--- src/hdl/clt_pkg.sv ---
// shared types, codes and character classes for the c-like token lexer
`timescale 1ns / 1ps

package clt_pkg;

	// internal offset and length widths
	localparam int OFFSET_BITS = 20;
	localparam int LENGTH_BITS = 16;

	// port widths
	localparam int KIND_W  = 4;
	localparam int START_W = 20;
	localparam int LEN_W   = 16;
	localparam int BYTE_W  = 8;

	// token queue between front and back
	localparam int QDEPTH  = 4;
	localparam int QADDR_W = $clog2(QDEPTH);
	localparam int QCNT_W  = $clog2(QDEPTH + 1);

	localparam logic [LENGTH_BITS-1:0] LEN_MAX = {LENGTH_BITS{1'b1}};
	localparam logic [LENGTH_BITS-1:0] LEN_ONE = LENGTH_BITS'(1);

	// token kinds
	localparam logic [KIND_W-1:0] K_UNKNOWN = 4'd0;
	localparam logic [KIND_W-1:0] K_LPAREN  = 4'd1;
	localparam logic [KIND_W-1:0] K_RPAREN  = 4'd2;
	localparam logic [KIND_W-1:0] K_LBRACE  = 4'd3;
	localparam logic [KIND_W-1:0] K_RBRACE  = 4'd4;
	localparam logic [KIND_W-1:0] K_STAR    = 4'd5;
	localparam logic [KIND_W-1:0] K_SEMI    = 4'd6;
	localparam logic [KIND_W-1:0] K_COMMA   = 4'd7;
	localparam logic [KIND_W-1:0] K_IDENT   = 4'd8;
	localparam logic [KIND_W-1:0] K_END     = 4'd9;

	// characters
	localparam logic [BYTE_W-1:0] CH_NUL    = 8'h00;
	localparam logic [BYTE_W-1:0] CH_TAB    = 8'h09;
	localparam logic [BYTE_W-1:0] CH_LF     = 8'h0A;
	localparam logic [BYTE_W-1:0] CH_VT     = 8'h0B;
	localparam logic [BYTE_W-1:0] CH_FF     = 8'h0C;
	localparam logic [BYTE_W-1:0] CH_CR     = 8'h0D;
	localparam logic [BYTE_W-1:0] CH_SPACE  = 8'h20;
	localparam logic [BYTE_W-1:0] CH_LPAREN = 8'h28;
	localparam logic [BYTE_W-1:0] CH_RPAREN = 8'h29;
	localparam logic [BYTE_W-1:0] CH_STAR   = 8'h2A;
	localparam logic [BYTE_W-1:0] CH_COMMA  = 8'h2C;
	localparam logic [BYTE_W-1:0] CH_SLASH  = 8'h2F;
	localparam logic [BYTE_W-1:0] CH_DIG0   = 8'h30;
	localparam logic [BYTE_W-1:0] CH_DIG9   = 8'h39;
	localparam logic [BYTE_W-1:0] CH_SEMI   = 8'h3B;
	localparam logic [BYTE_W-1:0] CH_UP_A   = 8'h41;
	localparam logic [BYTE_W-1:0] CH_UP_Z   = 8'h5A;
	localparam logic [BYTE_W-1:0] CH_UNDER  = 8'h5F;
	localparam logic [BYTE_W-1:0] CH_LO_A   = 8'h61;
	localparam logic [BYTE_W-1:0] CH_LO_Z   = 8'h7A;
	localparam logic [BYTE_W-1:0] CH_LBRACE = 8'h7B;
	localparam logic [BYTE_W-1:0] CH_RBRACE = 8'h7D;

	typedef struct packed {
		logic [KIND_W-1:0]      kind;
		logic [OFFSET_BITS-1:0] start;
		logic [LENGTH_BITS-1:0] length;
	} token_t;

	// everything one byte produces: one token, or two when two is set
	typedef struct packed {
		logic   two;
		token_t tok0;
		token_t tok1;
	} entry_t;

	function automatic logic is_space(input logic [BYTE_W-1:0] c);
		return c inside {CH_SPACE, CH_TAB, CH_VT, CH_LF, CH_CR, CH_FF};
	endfunction

	function automatic logic is_ident(input logic [BYTE_W-1:0] c);
		return c inside {[CH_LO_A:CH_LO_Z], [CH_UP_A:CH_UP_Z], [CH_DIG0:CH_DIG9], CH_UNDER};
	endfunction

	function automatic logic [KIND_W-1:0] punct_kind(input logic [BYTE_W-1:0] c);
		logic [KIND_W-1:0] k;
		case (c)
			CH_LPAREN: k = K_LPAREN;
			CH_RPAREN: k = K_RPAREN;
			CH_LBRACE: k = K_LBRACE;
			CH_RBRACE: k = K_RBRACE;
			CH_STAR:   k = K_STAR;
			CH_SEMI:   k = K_SEMI;
			CH_COMMA:  k = K_COMMA;
			default:   k = K_UNKNOWN;
		endcase
		return k;
	endfunction

endpackage

--- src/hdl/c_like_token_lexer.sv ---
// top level of the c-like token lexer: scanner, token queue and output stage
`timescale 1ns / 1ps

// Streaming lexer for a C-like text. One byte enters per transaction on the
// text channel and byte 0 ends the stream. Whitespace, // line comments (up
// to CR or LF) and /* */ block comments are skipped, any number in a row.
// Each token leaves as one transaction on the token channel with its kind
// (0 unknown, 1 '(', 2 ')', 3 '{', 4 '}', 5 '*', 6 ';', 7 ',', 8 identifier,
// 9 end of stream), the offset of its first byte (wrapping at 2^20) and its
// length (saturating at 65535, 1 for single characters and the end token).
// last_of_run marks the final token caused by one input byte; a byte that
// closes an identifier or a lone slash can cause two. The scanner accepts
// one byte every cycle while text_stall is low. Tokens leave at one per cycle
// from the output register while token_stall is low, so a byte that causes
// two tokens holds the output for both in turn, and a four-entry queue
// between scanner and output absorbs such bursts and token stalls until it
// fills. text_stall rises only when that queue is full. With the queue empty
// and the output free, a token is presented on the output from the clock
// edge that follows the one accepting the byte that completes it. After the
// end token all scanner state, the byte offset included, is back at reset.

module c_like_token_lexer (
	input  logic                         clk,
	input  logic                         arst_n,
	input  logic                         text_valid,
	output logic                         text_stall,
	input  logic [clt_pkg::BYTE_W-1:0]   text_byte,
	output logic                         token_valid,
	input  logic                         token_stall,
	output logic [clt_pkg::KIND_W-1:0]   token_kind,
	output logic [clt_pkg::START_W-1:0]  token_start,
	output logic [clt_pkg::LEN_W-1:0]    token_length,
	output logic                         last_of_run
);

	logic            accept;
	logic            push;
	logic            pop;
	logic            full;
	logic            nonempty;
	clt_pkg::entry_t wr_entry;
	clt_pkg::entry_t rd_entry;

	// a byte transaction completes whenever the queue has room
	assign text_stall = full;
	assign accept     = text_valid && !full;

	// scanner: comment and identifier tracking, token formation
	clt_front u_front (
		.clk       (clk),
		.arst_n    (arst_n),
		.accept    (accept),
		.text_byte (text_byte),
		.push      (push),
		.entry     (wr_entry)
	);

	// decouples the scanner from output stalls
	clt_queue u_queue (
		.clk      (clk),
		.arst_n   (arst_n),
		.push     (push),
		.wr_entry (wr_entry),
		.pop      (pop),
		.full     (full),
		.nonempty (nonempty),
		.rd_entry (rd_entry)
	);

	// output stage: one token per transaction
	clt_back u_back (
		.clk          (clk),
		.arst_n       (arst_n),
		.nonempty     (nonempty),
		.rd_entry     (rd_entry),
		.pop          (pop),
		.token_stall  (token_stall),
		.token_valid  (token_valid),
		.token_kind   (token_kind),
		.token_start  (token_start),
		.token_length (token_length),
		.last_of_run  (last_of_run)
	);

endmodule

--- src/hdl/clt_front.sv ---
// lexer front: scanner state machine that turns one byte into up to two tokens
`timescale 1ns / 1ps

module clt_front (
	input  logic                        clk,
	input  logic                        arst_n,
	input  logic                        accept,
	input  logic [clt_pkg::BYTE_W-1:0]  text_byte,
	output logic                        push,
	output clt_pkg::entry_t             entry
);

	localparam logic [2:0] M_NORMAL = 3'd0;
	localparam logic [2:0] M_IDENT  = 3'd1;
	localparam logic [2:0] M_SLASH  = 3'd2;
	localparam logic [2:0] M_LINE   = 3'd3;
	localparam logic [2:0] M_BLOCK  = 3'd4;
	localparam logic [2:0] M_BSTAR  = 3'd5;

	logic [2:0]                        mode_q, mode_d;
	logic [clt_pkg::OFFSET_BITS-1:0]   pos_q, pos_d;
	logic [clt_pkg::OFFSET_BITS-1:0]   pend_q, pend_d;
	logic [clt_pkg::LENGTH_BITS-1:0]   cnt_q, cnt_d;

	logic                              do_normal;
	logic                              end_hit;
	logic                              pre_valid, post_valid;
	clt_pkg::token_t                   pre_tok, post_tok;
	logic [clt_pkg::KIND_W-1:0]        pk;

	always_comb begin
		mode_d     = mode_q;
		pend_d     = pend_q;
		cnt_d      = cnt_q;
		pos_d      = pos_q + 1'b1;
		do_normal  = 1'b0;
		end_hit    = 1'b0;
		pre_valid  = 1'b0;
		post_valid = 1'b0;
		pre_tok    = '{kind: clt_pkg::K_IDENT, start: pend_q, length: cnt_q};
		post_tok   = '{kind: clt_pkg::K_UNKNOWN, start: pos_q, length: clt_pkg::LEN_ONE};
		pk         = clt_pkg::punct_kind(text_byte);

		case (mode_q)
			M_IDENT: begin
				if (clt_pkg::is_ident(text_byte)) begin
					if (cnt_q != clt_pkg::LEN_MAX) begin
						cnt_d = cnt_q + 1'b1;
					end
				end else begin
					pre_valid = 1'b1;
					do_normal = 1'b1;
				end
			end
			M_SLASH: begin
				if (text_byte == clt_pkg::CH_SLASH) begin
					mode_d = M_LINE;
				end else if (text_byte == clt_pkg::CH_STAR) begin
					mode_d = M_BLOCK;
				end else begin
					// lone slash
					pre_valid  = 1'b1;
					pre_tok    = '{kind: clt_pkg::K_UNKNOWN, start: pend_q,
						length: clt_pkg::LEN_ONE};
					do_normal  = 1'b1;
				end
			end
			M_LINE: begin
				if (text_byte == clt_pkg::CH_NUL) begin
					do_normal = 1'b1;
				end else if (text_byte == clt_pkg::CH_CR || text_byte == clt_pkg::CH_LF) begin
					mode_d = M_NORMAL;
				end
			end
			M_BLOCK: begin
				if (text_byte == clt_pkg::CH_NUL) begin
					do_normal = 1'b1;
				end else if (text_byte == clt_pkg::CH_STAR) begin
					mode_d = M_BSTAR;
				end
			end
			M_BSTAR: begin
				if (text_byte == clt_pkg::CH_NUL) begin
					do_normal = 1'b1;
				end else if (text_byte == clt_pkg::CH_SLASH) begin
					mode_d = M_NORMAL;
				end else if (text_byte != clt_pkg::CH_STAR) begin
					mode_d = M_BLOCK;
				end
			end
			default: begin
				do_normal = 1'b1;
			end
		endcase

		// between tokens
		if (do_normal) begin
			mode_d = M_NORMAL;
			if (text_byte == clt_pkg::CH_NUL) begin
				post_valid    = 1'b1;
				post_tok.kind = clt_pkg::K_END;
				end_hit       = 1'b1;
			end else if (clt_pkg::is_space(text_byte)) begin
				post_valid = 1'b0;
			end else if (text_byte == clt_pkg::CH_SLASH) begin
				mode_d = M_SLASH;
				pend_d = pos_q;
			end else if (pk != clt_pkg::K_UNKNOWN) begin
				post_valid    = 1'b1;
				post_tok.kind = pk;
			end else if (clt_pkg::is_ident(text_byte)) begin
				mode_d = M_IDENT;
				pend_d = pos_q;
				cnt_d  = clt_pkg::LEN_ONE;
			end else begin
				post_valid = 1'b1;
			end
		end

		// end of stream returns everything to reset
		if (end_hit) begin
			mode_d = M_NORMAL;
			pos_d  = '0;
			pend_d = '0;
			cnt_d  = '0;
		end
	end

	assign push       = accept && (pre_valid || post_valid);
	assign entry.two  = pre_valid && post_valid;
	assign entry.tok0 = pre_valid ? pre_tok : post_tok;
	assign entry.tok1 = post_tok;

	always_ff @(posedge clk or negedge arst_n) begin
		if (!arst_n) begin
			mode_q <= M_NORMAL;
			pos_q  <= '0;
			pend_q <= '0;
			cnt_q  <= '0;
		end else if (accept) begin
			mode_q <= mode_d;
			pos_q  <= pos_d;
			pend_q <= pend_d;
			cnt_q  <= cnt_d;
		end
	end

	a_end_resets: assert property (@(posedge clk) disable iff (!arst_n)
		accept && end_hit |=> pos_q == '0 && mode_q == M_NORMAL && cnt_q == '0)
		else $error("state not cleared after end of stream");

	a_ident_len: assert property (@(posedge clk) disable iff (!arst_n)
		mode_q == M_IDENT |-> cnt_q != '0)
		else $error("open identifier with zero length");

endmodule

--- src/hdl/clt_queue.sv ---
// small token queue between the scanner and the output serializer
`timescale 1ns / 1ps

module clt_queue (
	input  logic            clk,
	input  logic            arst_n,
	input  logic            push,
	input  clt_pkg::entry_t wr_entry,
	input  logic            pop,
	output logic            full,
	output logic            nonempty,
	output clt_pkg::entry_t rd_entry
);

	clt_pkg::entry_t                 slot_q [clt_pkg::QDEPTH];
	logic [clt_pkg::QADDR_W-1:0]     wr_ptr_q, rd_ptr_q;
	logic [clt_pkg::QCNT_W-1:0]      count_q;

	assign full     = count_q == clt_pkg::QCNT_W'(clt_pkg::QDEPTH);
	assign nonempty = count_q != '0;
	assign rd_entry = slot_q[rd_ptr_q];

	always_ff @(posedge clk) begin
		if (push) begin
			slot_q[wr_ptr_q] <= wr_entry;
		end
	end

	always_ff @(posedge clk or negedge arst_n) begin
		if (!arst_n) begin
			wr_ptr_q <= '0;
			rd_ptr_q <= '0;
			count_q  <= '0;
		end else begin
			if (push) begin
				wr_ptr_q <= wr_ptr_q + 1'b1;
			end
			if (pop) begin
				rd_ptr_q <= rd_ptr_q + 1'b1;
			end
			if (push && !pop) begin
				count_q <= count_q + 1'b1;
			end else if (pop && !push) begin
				count_q <= count_q - 1'b1;
			end
		end
	end

	a_no_overfill: assert property (@(posedge clk) disable iff (!arst_n)
		count_q <= clt_pkg::QCNT_W'(clt_pkg::QDEPTH))
		else $error("token queue count beyond depth");

	a_count_up: assert property (@(posedge clk) disable iff (!arst_n)
		push && !pop |=> count_q == $past(count_q) + 1'b1)
		else $error("token queue count did not follow a push");

endmodule

--- src/hdl/clt_back.sv ---
// lexer back: splits queue entries into single tokens behind an output register
`timescale 1ns / 1ps

module clt_back (
	input  logic                         clk,
	input  logic                         arst_n,
	input  logic                         nonempty,
	input  clt_pkg::entry_t              rd_entry,
	output logic                         pop,
	input  logic                         token_stall,
	output logic                         token_valid,
	output logic [clt_pkg::KIND_W-1:0]   token_kind,
	output logic [clt_pkg::START_W-1:0]  token_start,
	output logic [clt_pkg::LEN_W-1:0]    token_length,
	output logic                         last_of_run
);

	logic            valid_q;
	logic            last_q;
	logic            hold_q;
	clt_pkg::token_t tok_q;
	clt_pkg::token_t hold_tok_q;
	logic            advance;

	// output register free to load this cycle
	assign advance = !valid_q || !token_stall;
	assign pop     = advance && !hold_q && nonempty;

	always_ff @(posedge clk or negedge arst_n) begin
		if (!arst_n) begin
			valid_q <= 1'b0;
			last_q  <= 1'b0;
			hold_q  <= 1'b0;
		end else if (advance) begin
			if (hold_q) begin
				valid_q <= 1'b1;
				last_q  <= 1'b1;
				hold_q  <= 1'b0;
			end else if (nonempty) begin
				valid_q <= 1'b1;
				last_q  <= !rd_entry.two;
				hold_q  <= rd_entry.two;
			end else begin
				valid_q <= 1'b0;
			end
		end
	end

	always_ff @(posedge clk) begin
		if (advance) begin
			if (hold_q) begin
				tok_q <= hold_tok_q;
			end else if (nonempty) begin
				tok_q      <= rd_entry.tok0;
				hold_tok_q <= rd_entry.tok1;
			end
		end
	end

	assign token_valid  = valid_q;
	assign token_kind   = tok_q.kind;
	assign token_start  = clt_pkg::START_W'(tok_q.start);
	assign token_length = clt_pkg::LEN_W'(tok_q.length);
	assign last_of_run  = last_q;

	a_hold_behind_valid: assert property (@(posedge clk) disable iff (!arst_n)
		hold_q |-> valid_q && !last_q)
		else $error("second token pending behind a final or empty output");

	a_no_pop_while_hold: assert property (@(posedge clk) disable iff (!arst_n)
		hold_q |-> !pop)
		else $error("queue popped while a second token is pending");

endmodule
--- config.mk ---
export PLATFORM = sky130hd
export DESIGN_NAME = c_like_token_lexer
export DESIGN_NICKNAME = d
export VERILOG_FILES = /design/src/hdl/clt_pkg.sv /design/src/hdl/c_like_token_lexer.sv /design/src/hdl/clt_front.sv /design/src/hdl/clt_queue.sv /design/src/hdl/clt_back.sv
export SDC_FILE = /design/constraint.sdc
export NUM_CORES = 1
export LEC_CHECK = 0
export BUFFER_PORTS_ARGS = -buffer_cell sky130_fd_sc_hd__buf_2
export CORE_MARGIN = 5
export CORE_UTILIZATION = 50
export CTS_BUF_LIST = sky130_fd_sc_hd__clkbuf_2
export CTS_CLUSTER_DIAMETER = 40
export CTS_CLUSTER_SIZE = 8
export DETAILED_ROUTE_END_ITERATION = 8
export PLACE_DENSITY_LB_ADDON = 0.2
export SETUP_SLACK_MARGIN = 0.2
export SLEW_MARGIN = 20
export SYNTH_ARGS = -nofsm -noshare
export SYNTH_HDL_FRONTEND = slang
export SYNTH_SLANG_ARGS = --single-unit
--- constraint.sdc ---
create_clock -name clk -period 15.1 [get_ports clk]
set_input_delay 0.755 -clock clk [delete_from_list [all_inputs] [get_ports clk]]
set_output_delay 0.755 -clock clk [all_outputs]
set_load 0.01 [all_outputs]
# [Yosys cells after proc, flatten, opt, wreduce, memory -nomap -nowiden]
# Memories as Yosys holds them, arrays and structs flattened.
# Cells that the tools add are included.
[word_totals] regBits=149 mem_bits_rw=260 in_bits=12 output_inout_bits=43 elab_cells=167 n_memories=1
[classes] add_sub_neg=6 order_cmp=6 n_eq_ne=33 mux=69 bitwise=1 reduce_logical=35
[mem_list] name="u_queue.slot_q" words=4 word_bits=65 rd=1 rd_clocked_by_memory_dff=0 write_ports=1 line="clt_queue.sv:15" source="clt_pkg::entry_t slot_q [clt_pkg::QDEPTH];"
[op_table] op="40-bit 2-to-1 mux" n=6
[op_table] op="16-bit 2-to-1 mux" n=10
[op_table] op="20-bit 2-to-1 mux" n=8
[op_table] op="8-bit by 6-bit equality test with 1-bit output, second input constant" n=7
[op_table] op="3-bit 2-to-1 mux" n=18
[op_table] op="8-bit by 4-bit equality test with 1-bit output, second input constant" n=5
[op_table] op="8-bit by 7-bit equality test with 1-bit output, second input constant" n=3
[op_table] op="3-bit case mux with 7 select lines" n=1
[op_table] op="20-bit by 1-bit adder with 20-bit output, second input constant" n=1
[op_table] op="1-bit 2-to-1 mux" n=19
[op_table] op="16-bit by 1-bit adder with 16-bit output, second input constant" n=1
[op_table] op="8-bit by 7-bit greater-or-equal comparator with 1-bit output, second input constant" n=2
[op_table] op="8-bit by 7-bit <= comparator with 1-bit output, second input constant" n=2
[op_table] op="4-bit 2-to-1 mux" n=4
[op_table] op="16-bit inequality test, second input constant" n=1
[op_table] op="4-bit by 2-bit inequality test with 1-bit output, second input constant" n=3
[op_table] op="3-bit case mux with 4 select lines" n=1
[op_table] op="6-bit nonzero test" n=2
[op_table] op="1-bit logical AND" n=10
[op_table] op="5-bit by 1-bit inequality test with 1-bit output, second input constant" n=2
[op_table] op="3-bit equality test, second input constant" n=3
[op_table] op="9-bit AND reduction" n=1
[op_table] op="8-bit by 6-bit greater-or-equal comparator with 1-bit output, second input constant" n=1
[op_table] op="8-bit by 6-bit <= comparator with 1-bit output, second input constant" n=1
[op_table] op="other kinds (22)" n=38

# [Logic depth before layout (Yosys ltp)]
# Gate-level depths: netlist of the first run.
[logic_depth] word_depth=15 depth_mapped=15 mapped_depth_nobuf=13

# [Modules after synthesis]
# From an unflattened synthesis of the first run, not the netlist that was laid out.
[hier_totals] cells_unflattened=1056 area_unflattened_um2=19187.2
[by_module_without_submodules] module="clt_queue" instances=1 cells_each=457 area_each_um2=12087.8 seq_area_each_um2=9904.5
[by_module_without_submodules] module="clt_front" instances=1 cells_each=458 area_each_um2=3857.4 seq_area_each_um2=1476.4
[by_module_without_submodules] module="clt_back" instances=1 cells_each=140 area_each_um2=3228.1 seq_area_each_um2=2477.4
[by_module_without_submodules] module="c_like_token_lexer" instances=1 cells_each=1 area_each_um2=13.8 seq_area_each_um2=0.0

# [Worst setup path after synthesis of the first run]
# No wires, ideal clock.
[synth_path] path_type="input -> register" start="in text_byte[0] (netlist bit)" end="mem u_queue.slot_q[0][0] (netlist bit), enable pin" setup_time_ns=0.496 t_arrival_ns=5.107 t_required_ns=14.604 slack_ns=9.497 path_stages=8 cell_sequence="buf_4 or4_4 nor2_2 or3_4 and2_1 o2111ai_1 a2bb2oi_2 nor2b_1"
[synth_between] elab_chain_cells=13 word_cells_on_any_way=44
[synth_lines] element="start: declaration" line="c_like_token_lexer.sv:27" source="input logic [clt_pkg::BYTE_W-1:0] text_byte,"
[synth_lines] element="8-bit by 7-bit greater-or-equal comparator with 1-bit output (tied with other cells)" line="clt_pkg.sv:78" source="return c inside {[CH_LO_A:CH_LO_Z], [CH_UP_A:CH_UP_Z], [CH_DIG0:CH_DIG9], CH_UNDER};"
[synth_lines] element="1-bit logical AND" line="clt_pkg.sv:78"
[synth_lines] element="4-bit nonzero test" line="clt_pkg.sv:78"
[synth_lines] element="1-bit 2-to-1 mux" line="clt_front.sv:46, clt_front.sv:111"
[synth_lines] element="1-bit 2-to-1 mux" line="clt_front.sv:108" source="end else if (pk != clt_pkg::K_UNKNOWN) begin"
[synth_lines] element="1-bit 2-to-1 mux" line="clt_front.sv:105" source="end else if (text_byte == clt_pkg::CH_SLASH) begin"
[synth_lines] element="1-bit 2-to-1 mux" line="clt_front.sv:103" source="end else if (clt_pkg::is_space(text_byte)) begin"
[synth_lines] element="1-bit 2-to-1 mux" line="clt_front.sv:99" source="if (text_byte == clt_pkg::CH_NUL) begin"
[synth_lines] element="1-bit 2-to-1 mux" line="clt_front.sv:97" source="if (do_normal) begin"
[synth_lines] element="1-bit logical OR *" line="clt_front.sv:129" source="assign push = accept && (pre_valid || post_valid);"
[synth_lines] element="1-bit logical AND *" line="clt_front.sv:129"
[synth_lines] element="1-bit 2-to-1 mux *" line="clt_queue.sv:24" source="if (push) begin"
[synth_lines] element="1-bit 2-to-1 mux (implied by the code) *" line="clt_queue.sv:25" source="slot_q[wr_ptr_q] <= wr_entry;"
[synth_lines] element="end: declaration" line="clt_queue.sv:15"
# Mark *: on every way between the ends. The rest lies on a longest branch, timed or not.

# [Worst setup path in the final report of the first run]
[layout_path] start="reg u_queue.count_q[0] (netlist bit)" end="mem u_queue.slot_q[2][31] (netlist bit), enable pin"
[layout_between] elab_chain_cells=6
[layout_lines] element="start: declaration" line="clt_queue.sv:17" source="logic [clt_pkg::QCNT_W-1:0] count_q;"
[layout_lines] element="start signal: assignment" line="clt_queue.sv:42" source="count_q <= count_q + 1'b1;"
[layout_lines] element="start signal: assignment" line="clt_queue.sv:44" source="count_q <= count_q - 1'b1;"
[layout_lines] element="3-bit equality test" line="clt_queue.sv:19" source="assign full = count_q == clt_pkg::QCNT_W'(clt_pkg::QDEPTH);"
[layout_lines] element="1-bit logical NOT" line="c_like_token_lexer.sv:46" source="assign accept = text_valid && !full;"
[layout_lines] element="1-bit logical AND" line="c_like_token_lexer.sv:46"
[layout_lines] element="1-bit logical AND" line="clt_front.sv:129"
[layout_lines] element="1-bit 2-to-1 mux" line="clt_queue.sv:24"
[layout_lines] element="1-bit 2-to-1 mux (implied by the code)" line="clt_queue.sv:25"
# No other way between the ends.

==> out/metrics.csv, run 1 <==
metric,value,unit
synth_top_area_share,60.4,%
synth_area,0.0161,mm²
route.vias.total,8734,
final.fill_count,2537,
syn_to_final_growth,7.81,%
crit_type,flip-flop to flip-flop,
cap_violations,0,
core_area,0.0316,mm²
ys_warn_count,0,
fmaxAchievable,0.254,GHz
gr-total-overflow,0,
p_leak,6.26,nW
slew_headroom,30.8,%
final-hold-violation-count,0,
first_pass_iters,5,
synth_edf_count,324,
finish.utilization,54.9,%
clk_pin_slew_worst_paths,160,ps
ys_dominant_reg_cell,edfxtp_1,
final_cells,1506,
grt_pass1_vias,8853,
yosysUniqueCellTypes,72,
worstMarginPinSlew,1040,ps
syn_nets,1004,
synth_seq_cells,393,
fin_skew,61.8,ps
cts_buffers,59,
slew_violations,0,
vias_per_cell,5.80,
antenna_found_initial,2,
finalCritPeriodShare,26.1,%
clk_latency,900,ps
die_w,189,µm
min_path_type,primary input to flip-flop,
synth.avg_cell_area,16.4,µm²
cp-end-kind,flip-flop,
cts_root_buffer,clkbuf_2,
drt_iter0_drc,719,
cts_buffer_depth,3,
hold_slack,126,ps
status,completed,
multiInputGateArea,0.00436,mm²
mostFrequentLayoutCell,edfxtp_1,
critPathLaunchType,flip-flop,
routed_wl,31700,µm
core.rowCount,65,
regArea,0.0115,mm²
layout-drive-gt1-share,25.5,%
critPathArrivalTime,4430,ps
ant_nets,0,
h-tree-depth,2,
start_util,50.9,%
min_period,3930,ps
dp_hpwl,19000,µm
nets,1084,
mostFrequentLayoutCells,"edfxtp_1 (324), clkbuf_2 (91), nand2_1 (85)",
setup_viol,0,
cts_tree,done,
port_buffers,54,
grt_pass1_wl,51000,µm
netlist_instances,984,
setup_tns,0,ps
required,15590,ps
worst-path-max-fanout,36,
finalWeightedCongestion,0.894,
grt.total_usage,18.2,%
ir_worst_vdd,0.132,mV
rsz0062_at_grt,no,
wire_per_inst,21.0,µm
yosys-top-cells-area,"edfxtp_1 (60%), dfrtp_1 (11%), mux4_2 (9.1%)",
grt_max_degree,70,
dp.cells,1404,
power_density,147,mW/mm²
dieArea,0.0359,mm²
io_pins,55,
cts.sinks,393,
async_reset_ff_share,17.6,%
die_y,189,µm
drc,0,
cts-resized-gates,0,
synth.largest_area_cell,edfxtp_1,
ys_seq_area_share,71.1,%
[critical path, stage by stage, from the launching register on]
cell       delay, ps
dfrtp_1          480
or3b_1           230
and2_1           670
o2111ai_1        310
a2bb2oi_2        320
nor2b_4          890
buf_4            610
[power by group]
group          total, mW  internal [mW]  switching, mW
Sequential          1.43           1.34         0.0948
Clock              0.520          0.159          0.360
Combinational      0.590          0.288          0.302
Total               2.54           1.79          0.757
[what timing repair did]
action / in CTS / in global routing
setup buffers: 0 / 0
endpoints found under the hold margin: 67 / 0
hold buffers: 1 / 0
[registers in the layout, indices dropped and copies added (netlist names)]
signal and count:
u_queue.rd_ptr_q 2, u_front.pend_q 20, u_queue.slot_q 260, u_back.token_valid 1
u_queue.wr_ptr_q 2, u_back.last_of_run 1, u_back.token_length 16, u_back.hold_tok_q 24
u_front.pos_q 20, u_back.hold_q 1, u_back.token_kind 4, u_back.token_start 20
u_queue.count_q 3, u_front.cnt_q 16, u_front.mode_q 3
[final timing paths]
path                                    start  slack, ps                     to  cells after the start
setup / recovery           u_queue.count_q[0]      11170  u_queue.slot_q[2][31]                      6
hold / removal                    token_stall        130     u_back.token_valid                      3
setup reg to reg           u_queue.count_q[0]      11170  u_queue.slot_q[2][31]                      6
hold reg to reg            u_back.last_of_run        520     u_back.last_of_run                      1
max in group asynchronous              arst_n      13850    u_queue.rd_ptr_q[1]                      2
min in group asynchronous              arst_n        510      u_front.cnt_q[14]                      2
[metal layers]
layer	track usage (%)	share of wire (%)	vias to the layer above
li1	-	-	3980
met1	27.2	46	4429
met2	27.6	46	272
met3	3.89	6.0	53
met4	4.73	1.9	0
met5	0	0	-
[area by class of cell]
type | count | area share (%)
multi-input cells | 508 | 25.1
clock inverters | 9 | 0.346
well taps | 402 | 2.90
inverters | 33 | 0.714
flip-flops and latches | 393 | 66.0
repair buffers | 69 | 2.23
diodes | 1 | 0.0144
clock buffers | 91 | 2.62
[logic make-up after synthesis]
group	share of synthesized area, %
compound gates	4.67
xor+xnor	1.14
fa+ha+maj	0.668
buf+inv	2.07
flops	71.1
mux	12.2
simple gates	8.12
[metrics by stage]
stage | instance area [µm²] | power, mW | worst slack [ps]
after floorplan | 16100 | 1.86 | 9500
after global placement | 16800 | 2.06 | 10360
after detailed placement | 16800 | 2.06 | 10280
after CTS | 17400 | 2.59 | 11100
after global routing | 17400 | 2.70 | 10800
final | 17400 | 2.54 | 11170
[synth_stat cells, types with 5 or more instances]
cell,n
a21oi_1,20
a31oi_1,17
and2_1,20
and3_1,8
buf_1,5
buf_2,8
clkbuf_1,35
dfrtp_1,69
edfxtp_1,324
ha_1,7
inv_1,32
mux2_2,25
mux2i_1,19
mux4_2,65
nand2_1,85
nand3_1,17
nand4_1,10
nor2_1,36
nor2b_1,22
nor3_1,18
nor4_1,5
o21ai_0,37
or3_1,7
xnor2_1,8
xor2_1,13
Power figures use the tool's default switching activity.
==> inputs of run 2 (changes only) <==
Clock period 15.1 ns to 3.8 ns, I/O delays scaled along.
==> out/metrics.csv, run 2 (same netlist as run 1, synthesis figures left out) <==
metric,value,unit
clk_pin_slew_worst_paths,150,ps
route.vias.total,8733,
crit_type,primary input to flip-flop,
largest_register,u_queue.slot_q,
io_pins,55,
grt_util_met3,2.99,%
cap_violations,0,
fmaxAchievable,0.286,GHz
vias_per_cell,5.65,
dieArea,0.0359,mm²
layout-drive-gt1-share,27.0,%
fin_skew,92.3,ps
core_area,0.0316,mm²
final-hold-violation-count,0,
critPathLaunchType,primary input,
setup_ws,306,ps
grt.total_usage,17.7,%
drt_iter0_drc,640,
worst-path-max-fanout,15,
die_w,189,µm
core.rowCount,65,
clk_latency,890,ps
final_cells,1546,
largest_reg_flops,260,
postPlaceCellArea,0.0171,mm²
mostFrequentLayoutCell,edfxtp_1,
grt_pass1_wl,50000,µm
gr-total-overflow,0,
p_leak,6.53,nW
wire_per_inst,20.1,µm
min_period,3490,ps
met2_usage,28.6,%
routed_wl,31000,µm
antenna_found_initial,1,
ir_worst_vdd,0.309,mV
ant_nets,0,
dp_hpwl,18300,µm
status,completed,
min_path_type,primary input to flip-flop,
port_buffers,54,
finalWeightedCongestion,0.868,
slew_violations,0,
drc,0,
use_met1,25.0,%
critPathArrivalTime,4050,ps
h-tree-depth,2,
power_density,582,mW/mm²
start_util,50.9,%
dp_worst_setup_slack,686,ps
finalCritPeriodShare,92.0,%
reg_top3,"u_queue.slot_q: 260 flops, u_back.hold_tok_q: 24 flops",
grt_busiest_layer,met2,
cts_root_buffer,clkbuf_2,
die_y,189,µm
dp.cells,1423,
cp-end-kind,flip-flop,
cts_buffer_depth,3,
grt_max_degree,70,
mostFrequentLayoutCells,"edfxtp_1 (324), clkbuf_2 (100), nand2_1 (85)",
first_pass_iters,6,
cts.sinks,393,
slew_headroom,49.1,%
grt_pass1_vias,8919,
required,4360,ps
syn_to_final_growth,10.9,%
design_area,0.0179,mm²
nets,1113,
cts_buffers,58,
setup_viol,0,
cts_tree,done,
rsz0062_at_grt,no,
worstMarginPinSlew,751,ps
## run 2: cell types whose count changed in the layout (fill, tap and decap cells not counted), moves of 2 or more
cell           previous run  this run
clkbuf_2                 91       100
bufinv_16                 0         3
clkinvlp_4                4         0
clkinv_2                  1         3
buf_12                    0         9
dlygate4sd3_1             1        11
buf_4                    15        24
## run 2: area by class of cell
class | count | area (µm²)
Fill cell | 2477 | 13800
Sequential cell | 393 | 11500
Multi-Input combinational cell | 508 | 4370
Timing Repair Buffer | 99 | 768
Tap cell | 402 | 503
Clock buffer | 100 | 500
Clock inverter | 10 | 125
Inverter | 33 | 124
Antenna cell | 1 | 2.50
## run 2: path summary, 6_finish.rpt
check                                         from                    end  slack [ps]  cells after the start
worst min-delay path                  text_byte[1]  u_queue.slot_q[1][63]         120                      4
max in group asynchronous                   arst_n       u_front.cnt_q[3]        2800                      5
worst max register to register   u_front.mode_q[2]  u_queue.slot_q[1][22]        1010                      8
worst max-delay path                  text_byte[2]  u_queue.slot_q[1][22]         310                     12
worst min register to register  u_front.pend_q[14]     u_front.pend_q[14]         530                      2
min in group asynchronous                   arst_n     u_front.pend_q[15]         340                      4
## run 2: stage by stage
step / util [%] / setup TNS (ps) / hold WS (ps) / power (mW)
floorplan: - / -859 / -106 / 7.41
global placement: 54.0 / 0 / 491 / 8.21
detailed placement: 54.0 / 0 / 494 / 8.24
CTS: 56.3 / 0 / 2.87 / 10.6
global route: 56.4 / 0 / 40.7 / 11.0
finish: 56.4 / 0 / 117 / 10.4
## run 2: repair_timing
action                                  CTS  global route
hold buffers                             10             1
hold endpoints to repair                145            18
setup buffers                             0             0
endpoints found under the setup margin    0             4
resized for setup                         0             1
## run 2: where the power goes
part           internal, mW  total [mW]  leakage, nW  switching, mW
sequential             5.32        5.65         3.81          0.321
combinational          1.20        2.44         2.24           1.23
clock                 0.889        2.31        0.478           1.42
total                  7.42        10.4         6.53           2.97
## run 2: layer usage
metal	part of all wire (%)	wire (µm)
met1	45	13900
met4	2.7	836
met3	4.5	1390
met2	48	14900
met5	0	0
## run 2: critical path, stage by stage
cell and delay (ps):
dlygate4sd3_1 540, buf_2 210, nor4_2 290, dlygate4sd3_1 600, nand2_1 60, dlygate4sd3_1 590
inv_2 220, o2111ai_1 180, a2bb2oi_2 190, buf_4 190, nor2b_4 540, buf_4 250
==> inputs of run 3 (changes only) <==
Settings changed: ABC_AREA from default to 1, SLEW_MARGIN 20 to default, TNS_END_PERCENT from default to 1.
==> out/metrics.csv, run 3 <==
metric,value,unit
status,completed,
switching_share,37.5,%
grt.total_usage,20.4,%
m1WireLength,16300,µm
cts_buffers,58,
slew_headroom,39.8,%
antenna_found_initial,1,
start_util,50.3,%
port_buffers,54,
synth_edf_count,324,
setup_ws,525,ps
fmaxAchievable,0.305,GHz
yosysUniqueCellTypes,44,
mostFrequentLayoutCell,edfxtp_1,
route.vias.total,11300,
wl_met3,1850,µm
ys_warn_count,0,
final-hold-violation-count,0,
syn_to_final_growth,10.0,%
dp_hpwl,23000,µm
cts_root_buffer,clkbuf_2,
core.rowCount,67,
finalPower,14.1,mW
gr-total-overflow,0,
finish.utilization,55.3,%
crit_type,primary input to flip-flop,
fin_skew,88.4,ps
postPlaceCellArea,0.0175,mm²
setup_tns,0,ps
seq_power_share,49.0,%
synth_area,0.0167,mm²
synth.largest_area_cell,edfxtp_1,
design_area,0.0184,mm²
die_y,193,µm
netlist_instances,1532,
p_leak,7.13,nW
combPwrFrac,33.4,%
synth_top_area_share,58.2,%
ys_seq_area_share,68.5,%
min_path_type,primary input to flip-flop,
layout-drive-gt1-share,14.2,%
met2_length,18400,µm
clk_pin_slew_worst_paths,160,ps
clk_latency,950,ps
slew_violations,0,
ys_dominant_reg_cell,edfxtp_1,
wire_per_inst,17.6,µm
critPathArrivalTime,4130,ps
intPower,8.81,mW
postCtsSetupBuffers,0,
io_pins,55,
synthTopCellsByCount,"edfxtp_1 (324), nor2_1 (320), nand2_1 (246), o21ai_0 (156), inv_1 (81)",
async_reset_ff_share,17.6,%
grt_pass1_wl,59400,µm
reg_top3,"u_queue.slot_q: 260 flops, u_back.hold_tok_q: 24 flops",
top_layer,met4,
largest_reg_flops,260,
vias_per_cell,5.34,
mostFrequentLayoutCells,"edfxtp_1 (324), nor2_1 (316), nand2_1 (246)",
finalWeightedCongestion,0.894,
worstMarginPinSlew,899,ps
first_pass_iters,5,
setup_viol,0,
rsz0062_at_grt,no,
ant_nets,0,
cts_tree,done,
routed_wl,37300,µm
cts-resized-gates,0,
drt_iter0_drc,717,
dieArea,0.0372,mm²
cts_buffer_depth,3,
nets,1640,
p_clk_share,17.7,%
synth_seq_cells,393,
critPathLaunchType,primary input,
power_density,766,mW/mm²
drc,0,
grt_max_degree,70,
cts.sinks,393,
syn_nets,1552,
worst-path-max-fanout,11,
finalCritPeriodShare,86.2,%
die_w,193,µm
synth.avg_cell_area,10.9,µm²
min_period,3280,ps
cap_violations,0,
p_sw,5.29,mW
grt_pass1_vias,11200,
cp-end-kind,flip-flop,
h-tree-depth,2,
postCtsHoldBufs,19,
largest_register,u_queue.slot_q,
yosys-top-cells-area,"edfxtp_1 (58%), dfrtp_1 (10%), nor2_1 (7.2%)",
ir_worst_vdd,0.427,mV
dp_worst_setup_slack,906,ps
core_area,0.0333,mm²
synth_most_common_cell,edfxtp_1,
required,4650,ps
[run 3: stage by stage]
step / cells / hold WS (ps)
floorplan: 1532 / -106
global placement: 1989 / 273
detailed placement: 1989 / 276
CTS: 2114 / 44.2
global route: 2115 / 114
finish: 2115 / 144
[run 3: final timing paths]
kind / from / to / slack (ps) / cells after the start
max in group asynchronous: arst_n / u_front.pos_q[8] / 3170 / 4
worst max register to register: u_front.mode_q[0] / u_queue.count_q[1] / 1050 / 14
worst max-delay path: text_byte[3] / u_queue.count_q[1] / 520 / 20
worst min register to register: u_front.pend_q[6] / u_front.pend_q[6] / 510 / 2
worst min-delay path: token_stall / u_back.token_valid / 140 / 4
min in group asynchronous: arst_n / u_front.cnt_q[1] / 290 / 4
[run 3: cells by family after synthesis]
logic type	synth area share (%)
AND/OR/NAND/NOR	16.6
adder cells (fa/ha/maj)	0.643
XOR/XNOR	0.943
buffers and inverters	3.85
AO/OA/AOI/OAI	9.45
flip-flops	68.5
[run 3: area by class of cell]
| cell class | instances | area, µm² |
|---|---|---|
| Fill cell | 2886 | 14900 |
| Tap cell | 448 | 561 |
| Sequential cell | 393 | 11500 |
| Timing Repair Buffer | 99 | 701 |
| Antenna cell | 1 | 2.50 |
| Inverter | 89 | 335 |
| Multi-Input combinational cell | 979 | 4650 |
| Clock inverter | 9 | 198 |
| Clock buffer | 97 | 485 |
[run 3: power groups by stage]
stage	Sequential, mW	Clock [mW]	Combinational, mW
floorplan	6.99	0	3.07
CTS	6.90	2.58	4.77
global route	7.03	2.77	5.29
detailed placement	7.00	0	4.73
finish	6.90	2.49	4.70
global placement	6.98	0	4.65
[run 3: metal layers]
metal  vias to the layer above  global-route usage (%)
li1                       5492                       -
met1                      5426                    27.1
met2                       317                    35.5
met3                        63                    2.80
met4                         0                    5.73
met5                         -                       0
[run 3: worst max-delay path, stage by stage]
cell and delay [ps]:
dlygate4sd3_1 520, buf_2 140, nand2_1 110, dlygate4sd3_1 570, nor2_1 80, dlygate4sd3_1 540
nand2_1 100, nand3_1 140, nand2_1 70, inv_2 60, nand3_2 230, nand2_2 170
nand2_4 70, nand2_4 150, inv_1 70, ha_1 190, inv_1 100, fa_1 430
nor2_1 120, a21oi_1 70
